--- config.mk ---
export PLATFORM = sky130hd
export DESIGN_NAME = index_record_stream_parser
export DESIGN_NICKNAME = d
export VERILOG_FILES = /design/src/sv/irsp_pkg.sv /design/src/sv/index_record_stream_parser.sv /design/src/sv/irsp_parser.sv /design/src/sv/irsp_out_reg.sv
export SDC_FILE = /design/constraint.sdc
export NUM_CORES = 1
export LEC_CHECK = 0
export ABC_AREA = 1
export BUFFER_PORTS_ARGS = -buffer_cell sky130_fd_sc_hd__buf_2
export CORE_ASPECT_RATIO = 0.9
export CORE_MARGIN = 2
export CORE_UTILIZATION = 62
export CTS_CLUSTER_DIAMETER = 60
export DETAILED_ROUTE_END_ITERATION = 12
export PLACE_DENSITY = 0.86
export SYNTH_ARGS = -nofsm -noshare
export SYNTH_HDL_FRONTEND = slang
export SYNTH_SLANG_ARGS = --single-unit
--- constraint.sdc ---
create_clock -name clk -period 29.2 [get_ports clk]
set_input_delay 7.3 -clock clk [delete_from_list [all_inputs] [get_ports clk]]
set_output_delay 7.3 -clock clk [all_outputs]
set_load 0.05 [all_outputs]
--- src/sv/irsp_pkg.sv ---
`timescale 1ns / 1ps
// Shared types and constants for the index record stream parser.
// No dependencies; every other file of the block imports this package.
package irsp_pkg;

    localparam int unsigned HEADER_BYTES = 8;
    localparam int unsigned FIXED_BYTES  = 48;
    localparam int unsigned FIXED_BITS   = FIXED_BYTES * 8;
    localparam int unsigned HOLD_BITS    = (FIXED_BYTES - 1) * 8;

    localparam logic [19:0] MAX_ENTRIES_RESET = 20'd1000000;

    // Result status codes.
    localparam logic [3:0] ST_PATH    = 4'd0;
    localparam logic [3:0] ST_RECORD  = 4'd1;
    localparam logic [3:0] ST_SHORT   = 4'd2;
    localparam logic [3:0] ST_VERSION = 4'd3;
    localparam logic [3:0] ST_EMPTY   = 4'd4;
    localparam logic [3:0] ST_MANY    = 4'd5;
    localparam logic [3:0] ST_BADLEN  = 4'd6;
    localparam logic [3:0] ST_TRUNC   = 4'd7;
    localparam logic [3:0] ST_COUNT   = 4'd8;

    typedef enum logic [2:0] {
        PH_HEADER,
        PH_LENGTH,
        PH_PATH,
        PH_FIXED,
        PH_DONE,
        PH_ERROR
    } phase_t;

    typedef struct packed {
        logic                  has_result;
        logic [3:0]            status;
        logic [19:0]           entry_number;
        logic [7:0]            path_char;
        logic [12:0]           path_length;
        logic [FIXED_BITS-1:0] fixed_bytes;
    } parse_result_t;

endpackage

--- src/sv/index_record_stream_parser.sv ---
`timescale 1ns / 1ps
// Index record stream parser: one blob byte per input transaction, at most
// one result transaction per byte. Builds on irsp_parser and irsp_out_reg.
//
// Input channel: in_valid/in_stall with data_byte and last_byte. Output
// channel: out_valid/out_stall with status, entry_number, path fields and
// the fixed fields of a completed entry (zero where they do not apply).
// Users write max_entries (cfg_we/cfg_wdata) only when idle; not enforced.
//
// Throughput is one byte per cycle: the parse engine handles a byte in the
// cycle it is accepted and writes its result straight into the result
// register, so results show in the cycle after the byte that causes them.
// in_stall is high only while that register holds a result the receiver
// is stalling; a byte that yields no result still waits for it.
//
// Reset returns the parser to the header phase with max_entries at
// 1000000 and drops any pending result. The final byte of a blob rearms
// the parser whatever its phase.
module index_record_stream_parser
    import irsp_pkg::*;
#(
    parameter int MAX_PATH = 4096
)
(
    input  logic        clk,
    input  logic        rst_n,
    input  logic        cfg_we,
    input  logic [19:0] cfg_wdata,
    input  logic        in_valid,
    output logic        in_stall,
    input  logic [7:0]  data_byte,
    input  logic        last_byte,
    output logic        out_valid,
    input  logic        out_stall,
    output logic [3:0]  status,
    output logic [19:0] entry_number,
    output logic [7:0]  path_char,
    output logic [12:0] path_length,
    output logic [63:0] object_offset,
    output logic [63:0] object_size,
    output logic [31:0] file_mode,
    output logic [63:0] modify_time_ns,
    output logic [31:0] compression_kind,
    output logic [31:0] encryption_kind,
    output logic [63:0] original_size,
    output logic [31:0] content_crc
);

    logic [19:0]   max_entries_reg;
    logic          take;
    logic          busy;
    parse_result_t result;

    always_ff @(posedge clk or negedge rst_n)
    begin
        if (!rst_n)
        begin
            max_entries_reg <= MAX_ENTRIES_RESET;
        end
        else if (cfg_we)
        begin
            max_entries_reg <= cfg_wdata;
        end
    end

    assign in_stall = busy;
    assign take     = in_valid & ~busy;

    irsp_parser #(
        .MAX_PATH (MAX_PATH)
    ) u_parser (
        .clk         (clk),
        .rst_n       (rst_n),
        .take        (take),
        .data_byte   (data_byte),
        .last_byte   (last_byte),
        .max_entries (max_entries_reg),
        .result      (result)
    );

    irsp_out_reg u_out (
        .clk              (clk),
        .rst_n            (rst_n),
        .take             (take),
        .result           (result),
        .out_stall        (out_stall),
        .busy             (busy),
        .out_valid        (out_valid),
        .status           (status),
        .entry_number     (entry_number),
        .path_char        (path_char),
        .path_length      (path_length),
        .object_offset    (object_offset),
        .object_size      (object_size),
        .file_mode        (file_mode),
        .modify_time_ns   (modify_time_ns),
        .compression_kind (compression_kind),
        .encryption_kind  (encryption_kind),
        .original_size    (original_size),
        .content_crc      (content_crc)
    );

endmodule

--- src/sv/irsp_parser.sv ---
`timescale 1ns / 1ps
// Byte-wise parse engine: phase, counters, header/length assembly and the
// fixed-field shift buffer. Depends on irsp_pkg.
module irsp_parser
    import irsp_pkg::*;
#(
    parameter int MAX_PATH = 4096
)
(
    input  logic          clk,
    input  logic          rst_n,
    input  logic          take,
    input  logic [7:0]    data_byte,
    input  logic          last_byte,
    input  logic [19:0]   max_entries,
    output parse_result_t result
);

    localparam int LEFT_W = $clog2(MAX_PATH + 1);

    phase_t                phase_reg, phase_next;
    logic [5:0]            pos_reg, pos_next;
    logic [31:0]           word_reg, word_next;
    logic                  ver_reg, ver_next;
    logic [19:0]           exp_reg, exp_next;
    logic [19:0]           seen_reg, seen_next;
    logic [12:0]           len_reg, len_next;
    logic [LEFT_W-1:0]     left_reg, left_next;
    logic [HOLD_BITS-1:0]  hold_reg, hold_next;

    logic [31:0]           shifted;
    logic [LEFT_W-1:0]     left_dec;
    logic [19:0]           seen_inc;

    assign shifted  = {data_byte, word_reg[31:8]};
    assign left_dec = (left_reg != '0) ? left_reg - 1'b1 : left_reg;
    assign seen_inc = seen_reg + 20'd1;

    always_comb
    begin
        phase_next = phase_reg;
        pos_next   = pos_reg;
        word_next  = word_reg;
        ver_next   = ver_reg;
        exp_next   = exp_reg;
        seen_next  = seen_reg;
        len_next   = len_reg;
        left_next  = left_reg;
        hold_next  = hold_reg;
        result     = '0;

        if (take)
        begin
            case (phase_reg)
                PH_HEADER:
                begin
                    word_next = shifted;
                    if (pos_reg == 6'd3)
                    begin
                        ver_next = (shifted == 32'd1);
                    end
                    if (pos_reg < 6'(HEADER_BYTES - 1))
                    begin
                        pos_next = pos_reg + 6'd1;
                        if (last_byte)
                        begin
                            result.has_result = 1'b1;
                            result.status     = ST_SHORT;
                            phase_next        = PH_ERROR;
                        end
                    end
                    else if (!ver_reg)
                    begin
                        result.has_result = 1'b1;
                        result.status     = ST_VERSION;
                        phase_next        = PH_ERROR;
                    end
                    else if (shifted == 32'd0)
                    begin
                        result.has_result = 1'b1;
                        result.status     = ST_EMPTY;
                        phase_next        = PH_ERROR;
                    end
                    else if (shifted > {12'd0, max_entries})
                    begin
                        result.has_result = 1'b1;
                        result.status     = ST_MANY;
                        phase_next        = PH_ERROR;
                    end
                    else
                    begin
                        exp_next   = shifted[19:0];
                        phase_next = PH_LENGTH;
                        pos_next   = '0;
                        word_next  = '0;
                        if (last_byte)
                        begin
                            result.has_result = 1'b1;
                            result.status     = ST_COUNT;
                            phase_next        = PH_ERROR;
                        end
                    end
                end
                PH_LENGTH:
                begin
                    word_next = shifted;
                    if (pos_reg < 6'd3)
                    begin
                        pos_next = pos_reg + 6'd1;
                        if (last_byte)
                        begin
                            result.has_result   = 1'b1;
                            result.status       = ST_TRUNC;
                            result.entry_number = seen_reg;
                            phase_next          = PH_ERROR;
                        end
                    end
                    else if (shifted == 32'd0 || shifted > 32'(MAX_PATH))
                    begin
                        result.has_result   = 1'b1;
                        result.status       = ST_BADLEN;
                        result.entry_number = seen_reg;
                        phase_next          = PH_ERROR;
                    end
                    else if (last_byte)
                    begin
                        result.has_result   = 1'b1;
                        result.status       = ST_TRUNC;
                        result.entry_number = seen_reg;
                        phase_next          = PH_ERROR;
                    end
                    else
                    begin
                        // The length is at most MAX_PATH here, so the slices keep it whole.
                        len_next   = shifted[12:0];
                        left_next  = shifted[LEFT_W-1:0];
                        phase_next = PH_PATH;
                        pos_next   = '0;
                    end
                end
                PH_PATH:
                begin
                    result.has_result   = 1'b1;
                    result.entry_number = seen_reg;
                    if (last_byte)
                    begin
                        result.status = ST_TRUNC;
                        phase_next    = PH_ERROR;
                    end
                    else
                    begin
                        result.status      = ST_PATH;
                        result.path_char   = data_byte;
                        result.path_length = len_reg;
                        left_next          = left_dec;
                        if (left_dec == '0)
                        begin
                            phase_next = PH_FIXED;
                            pos_next   = '0;
                        end
                    end
                end
                PH_FIXED:
                begin
                    // Bytes enter at the top, so after 47 shifts byte 0 sits lowest.
                    hold_next = {data_byte, hold_reg[HOLD_BITS-1:8]};
                    if (pos_reg < 6'(FIXED_BYTES - 1))
                    begin
                        pos_next = pos_reg + 6'd1;
                        if (last_byte)
                        begin
                            result.has_result   = 1'b1;
                            result.status       = ST_TRUNC;
                            result.entry_number = seen_reg;
                            phase_next          = PH_ERROR;
                        end
                    end
                    else
                    begin
                        seen_next = seen_inc;
                        result.has_result = 1'b1;
                        if (seen_inc != exp_reg && last_byte)
                        begin
                            result.status       = ST_COUNT;
                            result.entry_number = seen_inc;
                            phase_next          = PH_ERROR;
                        end
                        else
                        begin
                            result.status       = ST_RECORD;
                            result.entry_number = seen_reg;
                            result.path_length  = len_reg;
                            result.fixed_bytes  = {data_byte, hold_reg};
                            pos_next            = '0;
                            word_next           = '0;
                            phase_next = (seen_inc == exp_reg) ? PH_DONE : PH_LENGTH;
                        end
                    end
                end
                default:
                begin
                end
            endcase

            // The final byte of a blob always returns the parser to the header.
            if (last_byte)
            begin
                phase_next = PH_HEADER;
                pos_next   = '0;
                word_next  = '0;
                ver_next   = 1'b0;
                exp_next   = '0;
                seen_next  = '0;
                len_next   = '0;
                left_next  = '0;
            end
        end
    end

    always_ff @(posedge clk or negedge rst_n)
    begin
        if (!rst_n)
        begin
            phase_reg <= PH_HEADER;
            pos_reg   <= '0;
            word_reg  <= '0;
            ver_reg   <= 1'b0;
            exp_reg   <= '0;
            seen_reg  <= '0;
            len_reg   <= '0;
            left_reg  <= '0;
        end
        else
        begin
            phase_reg <= phase_next;
            pos_reg   <= pos_next;
            word_reg  <= word_next;
            ver_reg   <= ver_next;
            exp_reg   <= exp_next;
            seen_reg  <= seen_next;
            len_reg   <= len_next;
            left_reg  <= left_next;
        end
    end

    always_ff @(posedge clk)
    begin
        hold_reg <= hold_next;
    end

endmodule

--- src/sv/irsp_out_reg.sv ---
`timescale 1ns / 1ps
// Result register: holds one parse result until the receiver takes it and
// splits the fixed-field bytes into the output words. Depends on irsp_pkg.
module irsp_out_reg
    import irsp_pkg::*;
(
    input  logic          clk,
    input  logic          rst_n,
    input  logic          take,
    input  parse_result_t result,
    input  logic          out_stall,
    output logic          busy,
    output logic          out_valid,
    output logic [3:0]    status,
    output logic [19:0]   entry_number,
    output logic [7:0]    path_char,
    output logic [12:0]   path_length,
    output logic [63:0]   object_offset,
    output logic [63:0]   object_size,
    output logic [31:0]   file_mode,
    output logic [63:0]   modify_time_ns,
    output logic [31:0]   compression_kind,
    output logic [31:0]   encryption_kind,
    output logic [63:0]   original_size,
    output logic [31:0]   content_crc
);

    logic          valid_reg, valid_next;
    parse_result_t res_reg;
    logic          load;

    // A full register that is stalled holds the input side back.
    assign busy       = valid_reg & out_stall;
    assign load       = take & result.has_result;
    assign valid_next = load | (valid_reg & out_stall);

    always_ff @(posedge clk or negedge rst_n)
    begin
        if (!rst_n)
        begin
            valid_reg <= 1'b0;
        end
        else
        begin
            valid_reg <= valid_next;
        end
    end

    always_ff @(posedge clk)
    begin
        if (load)
        begin
            res_reg <= result;
        end
    end

    assign out_valid        = valid_reg;
    assign status           = res_reg.status;
    assign entry_number     = res_reg.entry_number;
    assign path_char        = res_reg.path_char;
    assign path_length      = res_reg.path_length;
    assign object_offset    = res_reg.fixed_bytes[63:0];
    assign object_size      = res_reg.fixed_bytes[127:64];
    assign file_mode        = res_reg.fixed_bytes[159:128];
    assign modify_time_ns   = res_reg.fixed_bytes[223:160];
    assign compression_kind = res_reg.fixed_bytes[255:224];
    assign encryption_kind  = res_reg.fixed_bytes[287:256];
    assign original_size    = res_reg.fixed_bytes[351:288];
    assign content_crc      = res_reg.fixed_bytes[383:352];

endmodule

==> impl_metrics.py, run 1 <==
metrics = {
    "global_route": {
        "use_met3_pct": 6.004,
        "antenna_found_initial": 2,
        "grt_use_total_pct": 27.96,
        "globalRouteMet2Util_pct": 47.59,
        "grt_pass1_wl_mm": 125.9,
        "grt-busiest-layer": "met2",
        "grt_max_degree": 204,
        "gr-total-overflow": 0,
        "gr-usage-met1_pct": 36.65,
        "grt_pass1_vias": 21610,
    },
    "cts": {
        "numCtsBuffers": 88,
        "hold_buffers": 0,
        "cts_tree": "yes",
        "clockBufferDepth": 3,
        "cts_sinks": 926,
        "h-tree-depth": 3,
        "clk_pin_slew_ns": 0.07,
        "root_buffer": "clkbuf_16",
        "cts_resized": 0,
        "postCtsSetupRepairBufs": 0,
        "clk_latency_ns": 0.65,
    },
    "route": {
        "drt_iter0_drc": 2691,
        "vias": 22600,
        "via_per_inst": 5.414,
        "wl_per_cell_um": 20.15,
        "drtAntennaViolNets": 0,
        "routed_wl_mm": 84.10,
        "dr.pass1.iters": 8,
        "drcViolationCount": 0,
    },
    "finish": {
        "final.fill_count": 3425,
        "largest_register_ffs": 376,
        "final_area_um2": 41630,
        "layout.nets": 3390,
        "layout-drive-gt1-share_pct": 19.63,
        "area_growth_pct": 16.79,
    },
    "floorplan": {
        "num_io_pins": 465,
        "fp.dieH_um": 231.5,
        "die-width_um": 256.7,
        "start_util_pct": 62.63,
        "die_area_um2": 59430,
        "rows": 83,
        "fp.coreArea_um2": 56910,
    },
    "synthesis": {
        "synth_cells": 2854,
        "synthDistinctLibCells": 50,
        "ys_ff_latch": 926,
        "synth_edf_count": 805,
        "syn-num-nets": 2911,
        "avgSynthCellArea_um2": 12.49,
        "synth_top_area_share_pct": 67.82,
        "synth_area_leader_cell": "edfxtp_1",
        "ys_warn_count": 0,
        "syn_area_um2": 35640,
        "ys_seq_area_share_pct": 76.34,
        "synth_flop_cell": "edfxtp_1",
        "synth_area_leaders": "edfxtp_1 68%, dfrtp_1 8.0%, inv_1 5.6%, nor2_1 5.1%, nand2_1 3.9%",
        "async_flop_share_pct": 13.07,
    },
    "job": {
        "max_cap_violations": 0,
    },
    "min_path": {
        "min_from": "u_parser.hold_reg[233]",
        "holdPathStages": 0,
        "min_path_type": "reg2reg",
        "whs_endpoint": "u_parser.hold_reg[225]",
    },
    "place": {
        "io_buffer_count": 464,
        "place.gp.congestion": 0.9008,
        "dpl_cell_area_um2": 38660,
        "hpwl_mm": 52.01,
    },
    "setup_path": {
        "r2r_slack_ns": 23.56,
        "reg2reg_to": "u_out.object_offset[12]",
        "reg2regPathDepth": 18,
        "cp-end-kind": "primary output",
        "rr_startpoint": "u_parser.seen_reg[0]",
        "crit_type": "in2out",
        "path_max_fanout": 3,
        "start_kind": "primary input",
        "worst-endpoint-required_ns": 21.90,
        "critPathArrivalTime_ns": 7.81,
    },
    "timing": {
        "drv_slew": 0,
        "tightestPinTransition_ns": 1.161,
        "max_freq_ghz": 0.06620,
        "finalHoldViolCount": 0,
        "min_period_ns": 15.11,
        "setup-violations-final": 0,
        "final.setup.tns_ns": 0,
        "slew_headroom_pct": 22.61,
        "finClkSkew_ns": 0.03335,
        "fin_crit_sh_pct": 51.74,
        "rsz0062_at_grt": "false",
    },
    "power": {
        "power.leakage_nw": 17.79,
        "pwr_density_cell_nw_per_um2": 99.12,
        "ir_drop_mv": 0.07327,
    },
    "status": {
        "outcome": "complete, no violations",
    },
}
==> worst max path at each step <==
stage | start | end | slack (ns) | cells after the start
detailed placement | out_stall | in_stall | 14.09 | 4
floorplan | out_stall | u_parser.hold_reg[0] | 4.66 | 4
global placement | out_stall | in_stall | 14.14 | 4
CTS | out_stall | in_stall | 14.09 | 4
finish | out_stall | in_stall | 14.09 | 4
global route | out_stall | in_stall | 14.08 | 4
==> critical path, stage by stage <==
cell     delay [ns]
buf_2          0.09
nand2_1        0.09
inv_1          0.07
buf_2          0.26
==> cells in the mapped netlist (3+ instances only) <==
cell type,number
inv_1,535
nor2_1,482
buf_4,4
o22ai_1,12
a31oi_1,3
xor2_1,14
nand2_1,368
ha_1,23
or2_2,3
dfrtp_1,114
nor2_4,3
nand4_1,18
buf_2,49
o21ai_0,140
inv_2,6
a21oi_1,30
nor2_2,6
clkinv_1,4
nor4_1,6
nand3_2,5
buf_1,5
nand2_2,3
clkbuf_1,31
nand3_1,89
nor3b_1,13
edfxtp_1,805
a22oi_1,8
a21oi_2,6
nor3_1,27
nand3b_1,9
dfstp_2,7
==> kinds of logic after synthesis <==
logic type / synth area share, %
and+or+nand+nor: 12.02
DFF: 76.34
AOI/OAI and AO/OA: 3.286
buffers and inverters: 6.996
xor gates and xnor gates: 0.5195
muxes: 0.03159
adders and majority gates: 0.8074
==> power breakdown <==
part           switching [W]  total [W]  internal, W
registers           0.000123    0.00187      0.00175
clock network       0.000508    0.00117     0.000659
logic               0.000899    0.00109     0.000190
==> through the flow <==
stage | setup slack (ns) | total power [W] | utilization (%) | cells | hold slack (ns)
4_1_cts | 14.09 | 0.004136 | 73.14 | 4173 | 0.4339
2_1_floorplan | 4.665 | 0.002780 | - | 2854 | 0.4264
3_3_place_gp | 14.14 | 0.002945 | 67.93 | 4008 | 0.4291
3_5_place_dp | 14.09 | 0.002967 | 67.93 | 4008 | 0.4321
5_1_grt | 14.08 | 0.004264 | 73.14 | 4173 | 0.4466
6_report | 14.09 | 0.004126 | 73.15 | 4174 | 0.4319
==> placed cells by master (no fill, tap or decap), types with 4 or more instances in the layout <==
cell type and n:
edfxtp_1 805, inv_1 534, nor2_1 481, buf_2 463, nand2_1 368, o21ai_0 140
dfrtp_1 114, nand3_1 89, clkbuf_16 88, a21oi_1 30, nor3_1 26, ha_1 23
clkinv_2 20, nand4_1 18, clkbuf_1 17, buf_4 17, xor2_1 14, clkinv_1 13
nor3b_1 13, o22ai_1 12, nand3b_1 9, bufinv_16 9, a22oi_1 8, dfstp_2 7
inv_2 6, nor4_1 6, nor2_2 6, a21oi_2 6, nand3_2 5, clkbuf_8 5
nor2_4 4
==> metal layers <==
metal | wire length (um) | share of wire (%)
met4 | 2547 | 3.0
met5 | 0 | 0
met3 | 7231 | 8.6
met1 | 32250 | 38
met2 | 42070 | 50
==> area by class of cell <==
class / count / area (um2) / share of cell area, %
flip-flops and latches: 926 / 27210 / 65.37
multi-input cells: 1291 / 5973 / 14.35
repair buffers: 481 / 2465 / 5.921
clock buffers: 110 / 2335 / 5.609
inverters: 545 / 2053 / 4.932
well taps: 765 / 957.2 / 2.299
clock inverters: 55 / 631.9 / 1.518
diodes: 1 / 2.502 / 0.006011
Note: power is estimated with default switching activity, not from simulation.
==> run 2, diff against run 1 <==
--- a/config.mk
+++ b/config.mk
@@ -5,14 +5,14 @@
 export SDC_FILE = /design/constraint.sdc
 export NUM_CORES = 1
 export LEC_CHECK = 0
-export ABC_AREA = 1
+export ABC_AREA = 0
 export BUFFER_PORTS_ARGS = -buffer_cell sky130_fd_sc_hd__buf_2
 export CORE_ASPECT_RATIO = 0.9
 export CORE_MARGIN = 2
-export CORE_UTILIZATION = 62
+export CORE_UTILIZATION = 52
 export CTS_CLUSTER_DIAMETER = 60
 export DETAILED_ROUTE_END_ITERATION = 12
-export PLACE_DENSITY = 0.86
+export PLACE_DENSITY = 0.77
 export SYNTH_ARGS = -nofsm -noshare
 export SYNTH_HDL_FRONTEND = slang
 export SYNTH_SLANG_ARGS = --single-unit
==> constraint.sdc (replaced) <==
create_clock -name clk -period 12.7 [get_ports clk]
set_input_delay 3.175 -clock clk [delete_from_list [all_inputs] [get_ports clk]]
set_output_delay 3.175 -clock clk [all_outputs]
set_load 0.05 [all_outputs]
==> run 2 against run 1 <==
Cell count is 13% lower. Utilization is 12 points lower. Critical path depth stayed put. Synthesized cell count is 22% lower. Flip-flop and latch count stayed put. Die area is 17% higher. Total power is 96% higher. Clock skew is 0.016 ns higher. Worst setup slack worse by 8.2 ns. Critical path type unchanged.
==> impl_metrics.py, run 2 <==
metrics = {
    "floorplan": {
        "start_util_pct": 52.40,
        "num_io_pins": 465,
        "fp.coreArea_um2": 66890,
        "die_area_um2": 69490,
        "fp.dieH_um": 250.3,
        "rows": 90,
        "die-width_um": 277.7,
    },
    "timing": {
        "finalHoldViolCount": 0,
        "setup_ws_ns": 5.878,
        "min_period_ns": 6.822,
        "final.setup.tns_ns": 0,
        "finClkSkew_ns": 0.04915,
        "rsz0062_at_grt": "false",
        "fin_crit_sh_pct": 53.72,
        "drv_slew": 0,
        "max_freq_ghz": 0.1466,
        "tightestPinTransition_ns": 1.383,
        "setup-violations-final": 0,
        "slew_headroom_pct": 7.824,
    },
    "route": {
        "routed_wl_mm": 78.71,
        "wl_per_cell_um": 21.68,
        "via_per_inst": 5.612,
        "vias": 20380,
        "drcViolationCount": 0,
        "dr.pass1.iters": 6,
        "drtAntennaViolNets": 0,
        "drt_iter0_drc": 2274,
    },
    "synthesis": {
        "synthTopCellsByCount": "805 x edfxtp_1, 404 x and2_1, 114 x dfrtp_1",
        "async_flop_share_pct": 13.07,
        "synthDistinctLibCells": 80,
        "synth_area_leader_cell": "edfxtp_1",
        "synth_top_area_share_pct": 68.97,
        "ys_seq_area_share_pct": 77.64,
        "syn-num-nets": 2281,
        "ys_ff_latch": 926,
        "synth_flop_cell": "edfxtp_1",
        "ys_warn_count": 0,
        "yosysMostFrequentCell": "edfxtp_1",
        "synth_edf_count": 805,
        "synth_cells": 2224,
        "syn_area_um2": 35050,
        "synth_area_leaders": "edfxtp_1 69%, dfrtp_1 8.1%, and2_1 7.2%, o21ai_0 1.4%, a22o_1 1.2%",
        "avgSynthCellArea_um2": 15.76,
    },
    "global_route": {
        "grt_max_degree": 287,
        "grt_pass1_vias": 19580,
        "grt_use_total_pct": 22.33,
        "antenna_found_initial": 3,
        "grt_pass1_wl_mm": 118.5,
        "gr-total-overflow": 0,
    },
    "cts": {
        "cts_sinks": 926,
        "root_buffer": "clkbuf_16",
        "h-tree-depth": 3,
        "numCtsBuffers": 91,
        "hold_buffers": 0,
        "clk_latency_ns": 0.66,
        "postCtsSetupRepairBufs": 0,
        "cts_tree": "yes",
        "cts_resized": 0,
        "clockBufferDepth": 3,
        "clk_pin_slew_ns": 0.06,
    },
    "job": {
        "max_cap_violations": 0,
    },
    "finish": {
        "largest_register_ffs": 376,
        "layout_commonest_cell": "edfxtp_1",
        "layout-drive-gt1-share_pct": 23.26,
        "final_area_um2": 41100,
        "layout.nets": 2738,
        "final_cells": 3631,
        "final_cell_mix": "805 x edfxtp_1, 463 x buf_2, 404 x and2_1",
        "area_growth_pct": 17.28,
    },
    "setup_path": {
        "worst-endpoint-required_ns": 9.52,
        "crit_type": "in2out",
        "path_max_fanout": 3,
        "critPathArrivalTime_ns": 3.65,
        "start_kind": "primary input",
        "cp-end-kind": "primary output",
    },
    "status": {
        "outcome": "complete, no violations",
    },
    "place": {
        "io_buffer_count": 464,
        "place.gp.congestion": 0.8935,
        "hpwl_mm": 50.79,
        "place_inst": 3462,
        "dpl_cell_area_um2": 38190,
        "dp_worst_setup_slack_ns": 5.631,
    },
    "power": {
        "power.leakage_nw": 15.72,
        "pwr_density_cell_nw_per_um2": 196.9,
        "ir_drop_mv": 0.1022,
    },
    "min_path": {
        "min_path_type": "reg2reg",
    },
}
run 2: logic make-up after synthesis:
group,Yosys count,share of synthesized area [%]
flops,926,77.64
simple gates,737,12.02
compound gates,336,6.526
buf+inv,162,1.928
xor+xnor,24,0.5998
fa+ha+maj,24,0.8497
mux,15,0.4355
run 2: worst max-delay path, stage by stage:
cell     delay [ns]
buf_2          0.07
nand2_1        0.07
inv_1          0.07
buf_2          0.26
run 2: area by class of cell:
class	count	area, um2
flip-flops and latches	926	27210
fillers	4798	25790
multi-input cells	1136	7207
repair buffers	480	2507
clock buffers	106	2333
well taps	874	1094
clock inverters	62	575.6
inverters	46	172.7
diodes	1	2.502
run 2: final timing paths:
path	start	to	slack, ns	depth (start not counted)
max	out_stall	in_stall	5.88	4
min	u_parser.hold_reg[290]	u_parser.hold_reg[282]	0.42	0
max reg2reg	u_parser.seen_reg[0]	u_out.object_size[7]	6.97	11
min reg2reg	u_parser.hold_reg[290]	u_parser.hold_reg[282]	0.42	0
max in group asynchronous	rst_n	u_parser.len_reg[2]	8.64	2
min in group asynchronous	rst_n	u_parser.seen_reg[15]	2.61	1
run 2: stage by stage:
stage,utilization [%],total power [W],hold WS (ns)
finish,61.45,0.008092,0.4167
global route,61.44,0.008377,0.4364
CTS,61.44,0.008147,0.4235
detailed placement,57.10,0.005562,0.4237
global placement,57.10,0.005527,0.4199
floorplan,-,0.005175,0.4174
run 2: layer usage:
layer	routed length (um)	share of wire, %	vias up	global-route usage [%]
li1	-	-	9155	-
met1	31730	40	10170	30.47
met2	38950	49	905	36.63
met3	5646	7.2	144	4.132
met4	2380	3.0	0	7.367
met5	0	0	-	0
run 2: report_power, final:
part           switching (W)  internal [W]
Combinational        0.00125      0.000291
Sequential          0.000203       0.00377
Clock                0.00115       0.00144
